$ cat config.mk
export PLATFORM = sky130hd
export DESIGN_NAME = pid_three_mode_controller_unit
export DESIGN_NICKNAME = d
export VERILOG_FILES = /design/src/rtl/core/pidtm_pkg.sv /design/src/rtl/core/pidtm_mul.sv /design/src/rtl/core/pidtm_core.sv /design/src/rtl/core/pid_three_mode_controller_unit.sv
export SDC_FILE = /design/constraint.sdc
export NUM_CORES = 2
export LEC_CHECK = 0
export ABC_AREA = 0
export BUFFER_PORTS_ARGS = -buffer_cell sky130_fd_sc_hd__buf_2
export CORE_MARGIN = 2
export CORE_UTILIZATION = 60
export CTS_BUF_LIST = sky130_fd_sc_hd__clkbuf_8
export DETAILED_ROUTE_END_ITERATION = 8
export PLACE_DENSITY = 0.88
export SLEW_MARGIN = 0
export SYNTH_ARGS = -nofsm -noshare
export SYNTH_HDL_FRONTEND = slang
export SYNTH_SLANG_ARGS = --single-unit
$ cat constraint.sdc
create_clock -name aclk -period 23.3 [get_ports aclk]
set_input_delay 6.99 -clock aclk [delete_from_list [all_inputs] [get_ports aclk]]
set_output_delay 6.99 -clock aclk [all_outputs]
set_load 0.03 [all_outputs]
$ cat src/rtl/core/pidtm_pkg.sv
// Package: shared types, constants and op tables of the three-mode PID controller.
`default_nettype none
package pidtm_pkg;

    localparam int DATA_W  = 24;
    localparam int COEF_W  = 32;
    localparam int ACC_W   = 40;
    localparam int ERR_W   = DATA_W + 1;
    localparam int X_W     = ACC_W + 1;
    localparam int DIGIT_W = 4;
    localparam int NDIGIT  = COEF_W / DIGIT_W;
    localparam int CNT_W   = $clog2(NDIGIT);
    localparam int FRAC_W  = 16;
    localparam int PROD_W  = COEF_W + X_W;
    localparam int Q_W     = PROD_W - FRAC_W;
    localparam int SUM_W   = 60;
    localparam int IDX_W   = 3;
    localparam int CFG_W   = 32;

    localparam logic [IDX_W-1:0] REG_MODE    = 3'd0;
    localparam logic [IDX_W-1:0] REG_OUT_MIN = 3'd1;
    localparam logic [IDX_W-1:0] REG_OUT_MAX = 3'd2;
    localparam logic [IDX_W-1:0] REG_COEF_A  = 3'd3;
    localparam logic [IDX_W-1:0] REG_COEF_B  = 3'd4;
    localparam logic [IDX_W-1:0] REG_COEF_C  = 3'd5;
    localparam logic [IDX_W-1:0] REG_COEF_D  = 3'd6;
    localparam logic [IDX_W-1:0] REG_COEF_E  = 3'd7;

    localparam logic [DATA_W-1:0] OUT_MIN_RST = DATA_W'(-65280);
    localparam logic [DATA_W-1:0] OUT_MAX_RST = DATA_W'(65280);

    typedef enum logic [1:0] {
        MODE_POS  = 2'd0,
        MODE_VEL  = 2'd1,
        MODE_VPID = 2'd2,
        MODE_NONE = 2'd3
    } mode_t;

    typedef enum logic [2:0] {
        ST_IDLE,
        ST_ISSUE,
        ST_WAIT,
        ST_FINISH
    } state_t;

    typedef enum logic [2:0] {
        CS_A, CS_B, CS_C, CS_D, CS_E
    } coef_sel_t;

    typedef enum logic [2:0] {
        XS_E0, XS_E1, XS_E2, XS_DIFF, XS_M2E1, XS_DSUM, XS_FDP
    } x_sel_t;

    typedef struct packed {
        logic [1:0]               mode;
        logic signed [DATA_W-1:0] out_min;
        logic signed [DATA_W-1:0] out_max;
        logic signed [COEF_W-1:0] coef_a;
        logic signed [COEF_W-1:0] coef_b;
        logic signed [COEF_W-1:0] coef_c;
        logic signed [COEF_W-1:0] coef_d;
        logic signed [COEF_W-1:0] coef_e;
    } cfg_t;

    typedef struct packed {
        logic                     start;
        logic signed [COEF_W-1:0] coef;
        logic signed [X_W-1:0]    x;
    } mul_req_t;

    typedef struct packed {
        logic                  done;
        logic signed [Q_W-1:0] q;
    } mul_rsp_t;

    typedef struct packed {
        logic                     valid;
        logic signed [DATA_W-1:0] drive;
        logic                     clamped;
    } res_t;

    function automatic logic signed [ACC_W-1:0] sat_acc(input logic signed [SUM_W-1:0] v);
        logic signed [SUM_W-1:0] hi;
        logic signed [SUM_W-1:0] lo;
        hi = SUM_W'({1'b0, {(ACC_W-1){1'b1}}});
        lo = -hi - SUM_W'(1);
        if (v > hi) return hi[ACC_W-1:0];
        if (v < lo) return lo[ACC_W-1:0];
        return v[ACC_W-1:0];
    endfunction

    function automatic coef_sel_t op_coef(input logic [1:0] mode, input logic [IDX_W-1:0] idx);
        coef_sel_t r;
        r = CS_A;
        case (mode)
            MODE_POS: begin
                case (idx)
                    3'd0:    r = CS_B;
                    3'd1:    r = CS_A;
                    default: r = CS_C;
                endcase
            end
            MODE_VEL: begin
                case (idx)
                    3'd0:    r = CS_A;
                    3'd1:    r = CS_B;
                    default: r = CS_C;
                endcase
            end
            default: begin
                case (idx)
                    3'd0:    r = CS_A;
                    3'd1:    r = CS_B;
                    3'd5:    r = CS_D;
                    3'd6:    r = CS_E;
                    default: r = CS_C;
                endcase
            end
        endcase
        return r;
    endfunction

    function automatic x_sel_t op_x(input logic [1:0] mode, input logic [IDX_W-1:0] idx);
        x_sel_t r;
        r = XS_E0;
        case (mode)
            MODE_POS: begin
                case (idx)
                    3'd2:    r = XS_DIFF;
                    default: r = XS_E0;
                endcase
            end
            MODE_VEL: begin
                case (idx)
                    3'd0:    r = XS_E0;
                    3'd1:    r = XS_E1;
                    default: r = XS_E2;
                endcase
            end
            default: begin
                case (idx)
                    3'd0:    r = XS_E0;
                    3'd1:    r = XS_E1;
                    3'd2:    r = XS_E0;
                    3'd3:    r = XS_M2E1;
                    3'd4:    r = XS_E2;
                    3'd5:    r = XS_DSUM;
                    default: r = XS_FDP;
                endcase
            end
        endcase
        return r;
    endfunction

    function automatic logic op_last(input logic [1:0] mode, input logic [IDX_W-1:0] idx);
        logic r;
        case (mode)
            MODE_VPID: r = (idx == 3'd6);
            default:   r = (idx == 3'd2);
        endcase
        return r;
    endfunction

endpackage
`default_nettype wire

$ cat src/rtl/core/pidtm_mul.sv
// Digit-serial signed multiplier, one 4-bit coefficient digit per cycle, MSD first.
`default_nettype none
module pidtm_mul
    import pidtm_pkg::*;
(
    input  wire logic     aclk,
    input  wire logic     aresetn,
    input  wire mul_req_t req,
    output mul_rsp_t      rsp
);

    logic [COEF_W-1:0]        c_reg, c_next;
    logic signed [X_W-1:0]    x_reg, x_next;
    logic signed [PROD_W-1:0] acc_reg, acc_next;
    logic [CNT_W-1:0]         cnt_reg, cnt_next;
    logic                     busy_reg, busy_next;
    logic                     first_reg, first_next;
    logic                     done_reg, done_next;

    logic [DIGIT_W-1:0]          dig;
    logic signed [DIGIT_W:0]     sdig;
    logic signed [X_W+DIGIT_W:0] pp;

    always_comb begin
        dig  = c_reg[COEF_W-1 -: DIGIT_W];
        sdig = first_reg ? {dig[DIGIT_W-1], dig} : {1'b0, dig};
        pp   = x_reg * sdig;
    end

    always_comb begin
        c_next     = c_reg;
        x_next     = x_reg;
        acc_next   = acc_reg;
        cnt_next   = cnt_reg;
        busy_next  = busy_reg;
        first_next = first_reg;
        done_next  = 1'b0;
        if (req.start) begin
            c_next     = req.coef;
            x_next     = req.x;
            cnt_next   = '0;
            busy_next  = 1'b1;
            first_next = 1'b1;
        end else if (busy_reg) begin
            acc_next   = (first_reg ? PROD_W'(0) : (acc_reg <<< DIGIT_W)) + PROD_W'(pp);
            c_next     = c_reg << DIGIT_W;
            cnt_next   = cnt_reg + CNT_W'(1);
            first_next = 1'b0;
            if (cnt_reg == CNT_W'(NDIGIT - 1)) begin
                busy_next = 1'b0;
                done_next = 1'b1;
            end
        end
    end

    always_ff @(posedge aclk) begin
        c_reg     <= c_next;
        x_reg     <= x_next;
        acc_reg   <= acc_next;
        cnt_reg   <= cnt_next;
        first_reg <= first_next;
        if (!aresetn) begin
            busy_reg <= 1'b0;
            done_reg <= 1'b0;
        end else begin
            busy_reg <= busy_next;
            done_reg <= done_next;
        end
    end

    assign rsp.done = done_reg;
    assign rsp.q    = acc_reg[PROD_W-1:FRAC_W];

endmodule
`default_nettype wire

$ cat src/rtl/core/pidtm_core.sv
// Sequencer and state registers: runs the per-mode product list through the serial multiplier.
`default_nettype none
module pidtm_core
    import pidtm_pkg::*;
(
    input  wire logic                     aclk,
    input  wire logic                     aresetn,
    input  wire cfg_t                     cfg,
    input  wire logic                     in_valid,
    output logic                          in_ready,
    input  wire logic signed [DATA_W-1:0] target,
    input  wire logic signed [DATA_W-1:0] measurement,
    input  wire logic                     restart,
    input  wire logic                     out_free,
    output res_t                          res
);

    state_t state_reg, state_next;
    logic [IDX_W-1:0] op_reg;

    logic signed [ERR_W-1:0]  e0_reg, e1_reg, e2_reg;
    logic signed [ACC_W-1:0]  integ_reg, dp_reg, fdp_reg, dcur_reg;
    logic signed [DATA_W-1:0] last_reg;
    logic signed [SUM_W-1:0]  sum_reg, aux_reg;

    mul_req_t mreq;
    mul_rsp_t mrsp;

    logic                     accept;
    logic signed [X_W-1:0]    x_val;
    logic signed [COEF_W-1:0] c_val;
    logic signed [SUM_W-1:0]  qx, ix, dx, yx, mnx, mxx;
    logic signed [ACC_W-1:0]  isat, inew, dnew, fnew;
    logic signed [DATA_W-1:0] y_out;
    logic                     y_hit;
    logic                     op_end;

    pidtm_mul u_mul (
        .aclk    (aclk),
        .aresetn (aresetn),
        .req     (mreq),
        .rsp     (mrsp)
    );

    assign accept = in_valid && in_ready;
    assign op_end = op_last(cfg.mode, op_reg);

    always_comb begin
        case (op_coef(cfg.mode, op_reg))
            CS_A:    c_val = $signed(cfg.coef_a);
            CS_B:    c_val = $signed(cfg.coef_b);
            CS_C:    c_val = $signed(cfg.coef_c);
            CS_D:    c_val = $signed(cfg.coef_d);
            default: c_val = $signed(cfg.coef_e);
        endcase
        case (op_x(cfg.mode, op_reg))
            XS_E0:   x_val = X_W'(e0_reg);
            XS_E1:   x_val = X_W'(e1_reg);
            XS_E2:   x_val = X_W'(e2_reg);
            XS_DIFF: x_val = X_W'(e0_reg) - X_W'(e1_reg);
            XS_M2E1: x_val = -(X_W'(e1_reg) <<< 1);
            XS_DSUM: x_val = X_W'(dcur_reg) + X_W'(dp_reg);
            default: x_val = X_W'(fdp_reg);
        endcase
    end

    always_comb begin
        qx   = SUM_W'($signed(mrsp.q));
        isat = sat_acc(SUM_W'(integ_reg) + qx);
        ix   = SUM_W'(isat);
        dx   = SUM_W'($signed(cfg.coef_d));
        if (ix > dx)       inew = dx[ACC_W-1:0];
        else if (ix < -dx) inew = ACC_W'(-dx);
        else               inew = isat;
        dnew = sat_acc(aux_reg + qx);
        fnew = sat_acc(aux_reg - qx);
        yx   = sum_reg;
        mnx  = SUM_W'($signed(cfg.out_min));
        mxx  = SUM_W'($signed(cfg.out_max));
        if (yx > mxx) begin
            y_out = $signed(cfg.out_max);
            y_hit = 1'b1;
        end else if (yx < mnx) begin
            y_out = $signed(cfg.out_min);
            y_hit = 1'b1;
        end else begin
            y_out = yx[DATA_W-1:0];
            y_hit = 1'b0;
        end
    end

    always_comb begin
        state_next = state_reg;
        case (state_reg)
            ST_IDLE: begin
                if (accept)
                    state_next = (cfg.mode == MODE_NONE) ? ST_FINISH : ST_ISSUE;
            end
            ST_ISSUE: state_next = ST_WAIT;
            ST_WAIT: begin
                if (mrsp.done)
                    state_next = op_end ? ST_FINISH : ST_ISSUE;
            end
            ST_FINISH: begin
                if (out_free)
                    state_next = ST_IDLE;
            end
            default: state_next = ST_IDLE;
        endcase
    end

    always_comb begin
        in_ready    = (state_reg == ST_IDLE);
        mreq.start  = (state_reg == ST_ISSUE);
        mreq.coef   = c_val;
        mreq.x      = x_val;
        res.valid   = (state_reg == ST_FINISH) && out_free;
        res.drive   = y_out;
        res.clamped = y_hit;
    end

    always_ff @(posedge aclk) begin
        if (!aresetn) begin
            state_reg <= ST_IDLE;
            op_reg    <= '0;
            e0_reg    <= '0;
            e1_reg    <= '0;
            e2_reg    <= '0;
            integ_reg <= '0;
            dp_reg    <= '0;
            fdp_reg   <= '0;
            last_reg  <= '0;
        end else begin
            state_reg <= state_next;
            if (accept) begin
                op_reg <= '0;
                e0_reg <= ERR_W'(target) - ERR_W'(measurement);
                e1_reg <= restart ? ERR_W'(0) : e0_reg;
                e2_reg <= restart ? ERR_W'(0) : e1_reg;
                if (restart) begin
                    integ_reg <= '0;
                    dp_reg    <= '0;
                    fdp_reg   <= '0;
                    last_reg  <= '0;
                end
                if ((cfg.mode == MODE_VEL || cfg.mode == MODE_VPID) && !restart)
                    sum_reg <= SUM_W'(last_reg);
                else
                    sum_reg <= '0;
            end else if (state_reg == ST_WAIT && mrsp.done) begin
                op_reg <= op_reg + IDX_W'(1);
                if (cfg.mode == MODE_POS && op_reg == 3'd0) begin
                    integ_reg <= inew;
                    sum_reg   <= SUM_W'(inew);
                end else if (cfg.mode == MODE_VPID && op_reg == 3'd2) begin
                    aux_reg <= qx;
                end else if (cfg.mode == MODE_VPID && op_reg == 3'd3) begin
                    aux_reg <= aux_reg + qx;
                end else if (cfg.mode == MODE_VPID && op_reg == 3'd4) begin
                    dcur_reg <= dnew;
                end else if (cfg.mode == MODE_VPID && op_reg == 3'd5) begin
                    aux_reg <= qx;
                end else if (cfg.mode == MODE_VPID && op_reg == 3'd6) begin
                    sum_reg <= sum_reg + SUM_W'(fnew);
                    fdp_reg <= fnew;
                    dp_reg  <= dcur_reg;
                end else begin
                    sum_reg <= sum_reg + qx;
                end
            end else if (res.valid) begin
                last_reg <= y_out;
            end
        end
    end

endmodule
`default_nettype wire

$ cat src/rtl/core/pid_three_mode_controller_unit.sv
// Top level: config registers, input stream, result register of the PID controller.
// Each input transaction runs the mode's product list through the serial multiplier before m_tvalid:
// modes 0 and 1 run three products, mode 2 runs seven, mode 3 runs none.
// A new input is taken only while the controller is idle, so it waits for the previous result.
// Each product is issued, multiplied digit by digit, then collected; a stalled result blocks the input.
// aresetn (synchronous, active low) clears controller state and loads register defaults.
`default_nettype none
module pid_three_mode_controller_unit
    import pidtm_pkg::*;
(
    input  wire logic              aclk,
    input  wire logic              aresetn,
    input  wire logic              cfg_wr_en,
    input  wire logic [IDX_W-1:0]  cfg_index,
    input  wire logic [CFG_W-1:0]  cfg_wr_data,
    input  wire logic              s_tvalid,
    output logic                   s_tready,
    input  wire logic [47:0]       s_tdata,   // target[23:0], measurement[47:24]
    input  wire logic [0:0]        s_tuser,   // restart
    output logic                   m_tvalid,
    input  wire logic              m_tready,
    output logic [23:0]            m_tdata,   // drive[23:0]
    output logic [0:0]             m_tuser    // clamped
);

    cfg_t cfg_reg;
    res_t res;
    logic out_free;
    logic m_valid_reg;
    logic [DATA_W-1:0] m_data_reg;
    logic m_user_reg;

    always_ff @(posedge aclk) begin
        if (!aresetn) begin
            cfg_reg.mode    <= MODE_POS;
            cfg_reg.out_min <= OUT_MIN_RST;
            cfg_reg.out_max <= OUT_MAX_RST;
            cfg_reg.coef_a  <= '0;
            cfg_reg.coef_b  <= '0;
            cfg_reg.coef_c  <= '0;
            cfg_reg.coef_d  <= '0;
            cfg_reg.coef_e  <= '0;
        end else if (cfg_wr_en) begin
            case (cfg_index)
                REG_MODE:    cfg_reg.mode    <= cfg_wr_data[1:0];
                REG_OUT_MIN: cfg_reg.out_min <= cfg_wr_data[DATA_W-1:0];
                REG_OUT_MAX: cfg_reg.out_max <= cfg_wr_data[DATA_W-1:0];
                REG_COEF_A:  cfg_reg.coef_a  <= cfg_wr_data[COEF_W-1:0];
                REG_COEF_B:  cfg_reg.coef_b  <= cfg_wr_data[COEF_W-1:0];
                REG_COEF_C:  cfg_reg.coef_c  <= cfg_wr_data[COEF_W-1:0];
                REG_COEF_D:  cfg_reg.coef_d  <= cfg_wr_data[COEF_W-1:0];
                REG_COEF_E:  cfg_reg.coef_e  <= cfg_wr_data[COEF_W-1:0];
                default: ;
            endcase
        end
    end

    assign out_free = !m_valid_reg || m_tready;

    pidtm_core u_core (
        .aclk        (aclk),
        .aresetn     (aresetn),
        .cfg         (cfg_reg),
        .in_valid    (s_tvalid),
        .in_ready    (s_tready),
        .target      (s_tdata[DATA_W-1:0]),
        .measurement (s_tdata[2*DATA_W-1:DATA_W]),
        .restart     (s_tuser[0]),
        .out_free    (out_free),
        .res         (res)
    );

    always_ff @(posedge aclk) begin
        if (res.valid) begin
            m_data_reg <= res.drive;
            m_user_reg <= res.clamped;
        end
        if (!aresetn) begin
            m_valid_reg <= 1'b0;
        end else if (res.valid) begin
            m_valid_reg <= 1'b1;
        end else if (m_tready) begin
            m_valid_reg <= 1'b0;
        end
    end

    assign m_tvalid   = m_valid_reg;
    assign m_tdata    = m_data_reg;
    assign m_tuser[0] = m_user_reg;

endmodule
`default_nettype wire

==> impl_metrics.yaml <==
run_status:
  outcome: "finished, final reports clean"
placed_design:
  dp_slack_ns: 13.04
  dp_hpwl_um: 165600
  numPortBuffers: 115
  place_congestion: 1.056
power_and_ir_drop:
  power.total_w: 0.007918
  powerDensity_nw_per_um2: 109.6
  p_leak_nw: 31.68
  peakVddDrop_mv: 0.1444
synth:
  ys.warnings.count: 0
  ys.flop_type: "dfxtp_1"
  synth_area_um2: 67630
  synth_edf_count: 331
  ys_seq_area_share_pct: 27.75
  ys_types: 107
  syn_avg_cell_area_um2: 8.310
  synthesis.instances: 8138
  synthArstFlopShare_pct: 0
  synth-seq-cells: 772
  syn_nets: 9163
route:
  wl_per_cell_um: 22.73
  drt-initial-drc-count: 8028
  vias: 64340
  drc_errors: 0
  first_pass_iters: 9
  drt-total-wl_um: 220500
  via_per_inst: 6.634
  postRouteAntennaNets: 0
cts:
  numCtsBuffers: 133
  cts_resized: 0
  clk_root_buffer_cell: "clkbuf_8"
  clkSinkCount: 772
  htree_num_levels: 4
  clkSlewWorstSetupHoldPaths_ns: 0.07
  clock_latency_ns: 0.91
  hold_buffers: 0
  clock_path_buffers: 3
  cts_tree: "yes"
  post_cts_buffers: 0
layout:
  largest_register_ff_count: 210
  area_growth_pct: 6.858
  fillCellCount: 8981
  final_util_pct: 64.42
  drive_gt1_share_pct: 7.213
  nets: 9107
timing:
  worst_pin_slew_ns: 1.403
  layout_min_cycle_time_ns: 10.45
  period_share_pct: 44.83
  grt_setup_unrepaired: "no"
  hold_ws_ns: 0.4519
  setup_viol: 0
  final-hold-violation-count: 0
  timing.fmax_mhz: 95.73
  finClkSkew_ns: 0.06284
  fin_setup_tns_ns: 0
  slew_viol_final: 0
  max_slew_margin_pct: 5.822
  layout_setup_ws_ns: 12.85
setup_path:
  start_kind: "flip-flop"
  worstPathArrival_ns: 11.07
  crit_fanout: 18
  worst-setup-path-type: "reg -> reg"
  slowest_stage: "or4_1"
  required_ns: 23.93
  max_stage_delay_ns: 0.69
  worstSetupEndpointType: "flip-flop"
  cp_common_cell: "o21ai_0"
global_routing:
  antenna_found_initial: 11
  grt_first_pass_wirelength_um: 344000
  grt_max_degree: 113
  overflow: 0
  grt.total_usage_pct: 37.31
  first_global_vias: 62190
die:
  pin_count: 116
  die_h_um: 339.7
  die_w_um: 339.7
  dieArea_um2: 115400
  rows: 123
  start_util_pct: 60.28
  core_area_um2: 112200
flow_run:
  maxCapViolCount: 0
hold_path:
  min_path_type: "reg -> reg"
## final cells by class
type                    instances  area (µm²)  share of cell area [%]
flip-flops and latches        772       18770                   25.97
diodes                          4       10.01                 0.01385
inverters                     602        2267                   3.137
well taps                    1500        1877                   2.597
repair buffers                196        1184                   1.638
clock inverters                88       646.9                  0.8951
clock buffers                 159        2188                   3.028
multi-input cells            6377       45330                   62.72
## cell usage after synthesis, drive strengths merged, types with 67 or more instances
cell	number	area, µm²
dfxtp	441	8828
ha	682	8533
inv	598	2245
nor2b	77	481.7
nor3	112	565.5
edfxtp	331	9940
mux2i	73	730.7
clkbuf	329	1237
a21o	256	1922
a22o	73	639.4
nand4	94	588.1
nand3	172	865.8
or2	67	419.2
o21ai	544	2726
nor2	471	1773
nand2	1251	4698
xnor2	286	2505
nand2b	81	506.7
a21oi	795	3983
o22ai	79	556.8
xor2	87	762.0
fa	254	5085
## logic make-up (layout without fill, tap and decap cells)
| group | after synthesis | after routing | synth area share, % |
|---|---|---|---|
| fa+ha+maj | 936 | 936 | 20.14 |
| other cells | 0 | 4 | 0 |
| simple gates | 2579 | 2579 | 17.20 |
| buf+inv | 989 | 1045 | 5.593 |
| flops | 772 | 772 | 27.75 |
| xor+xnor | 373 | 373 | 4.831 |
| mux | 105 | 105 | 2.146 |
| compound gates | 2384 | 2384 | 22.34 |
## metrics by stage
stage	std cells	instance area, µm²
finish	9698	72270
global route	9696	72260
CTS	9694	72260
detailed placement	9447	69420
global placement	9447	69420
floorplan	8138	67630
## power by group
part	leakage, nW	internal [W]	switching [W]
sequential	6.63	0.00168	0.000171
combinational	23.5	0.00177	0.00295
clock	1.60	0.000692	0.000654
total	31.7	0.00414	0.00377
## per-layer routing
layer,share of wire [%],GRT usage (%)
met5,0.049,0
met4,7.4,23.76
met3,12,8.753
met2,44,58.02
met1,37,46.74
## worst max-delay path: cells and delay by family, from the launching register on
family / cells / cell delay (ns)
compound gates: 14 / 4.00
xor+xnor: 3 / 0.59
fa+ha+maj: 2 / 0.80
buf+inv: 2 / 0.44
flops: 1 / 0.55
simple gates: 11 / 3.77
## cell usage in the layout, fill, tap and decap left out, types with 94 or more instances in the layout
cell type / synthesis / layout
a21oi_1: 794 / 792
clkbuf_8: 0 / 159
fa_1: 254 / 254
xnor2_1: 286 / 286
buf_2: 36 / 115
edfxtp_1: 331 / 331
nand3_1: 171 / 166
o21ai_0: 468 / 468
ha_1: 682 / 682
inv_1: 596 / 631
nor3_1: 111 / 106
nand4_1: 94 / 94
dfxtp_1: 441 / 441
nor2_1: 469 / 457
nand2_1: 1250 / 1246
a21o_1: 256 / 256
## path summary, 6_finish.rpt
check | to | from | cells past startpoint | slack (ns)
worst max-delay path | u_core.sum_reg[59]$_DFFE_PP_ | u_core.u_mul.acc_reg[28]$_DFFE_PP_ | 32 | 12.85
worst min-delay path | u_core.fdp_reg[29]$_SDFFE_PN0P_ | u_core.fdp_reg[29]$_SDFFE_PN0P_ | 2 | 0.45
worst max register to register | u_core.sum_reg[59]$_DFFE_PP_ | u_core.u_mul.acc_reg[28]$_DFFE_PP_ | 32 | 12.85
worst min register to register | u_core.fdp_reg[29]$_SDFFE_PN0P_ | u_core.fdp_reg[29]$_SDFFE_PN0P_ | 2 | 0.45
Power figures use the tool's default switching activity.
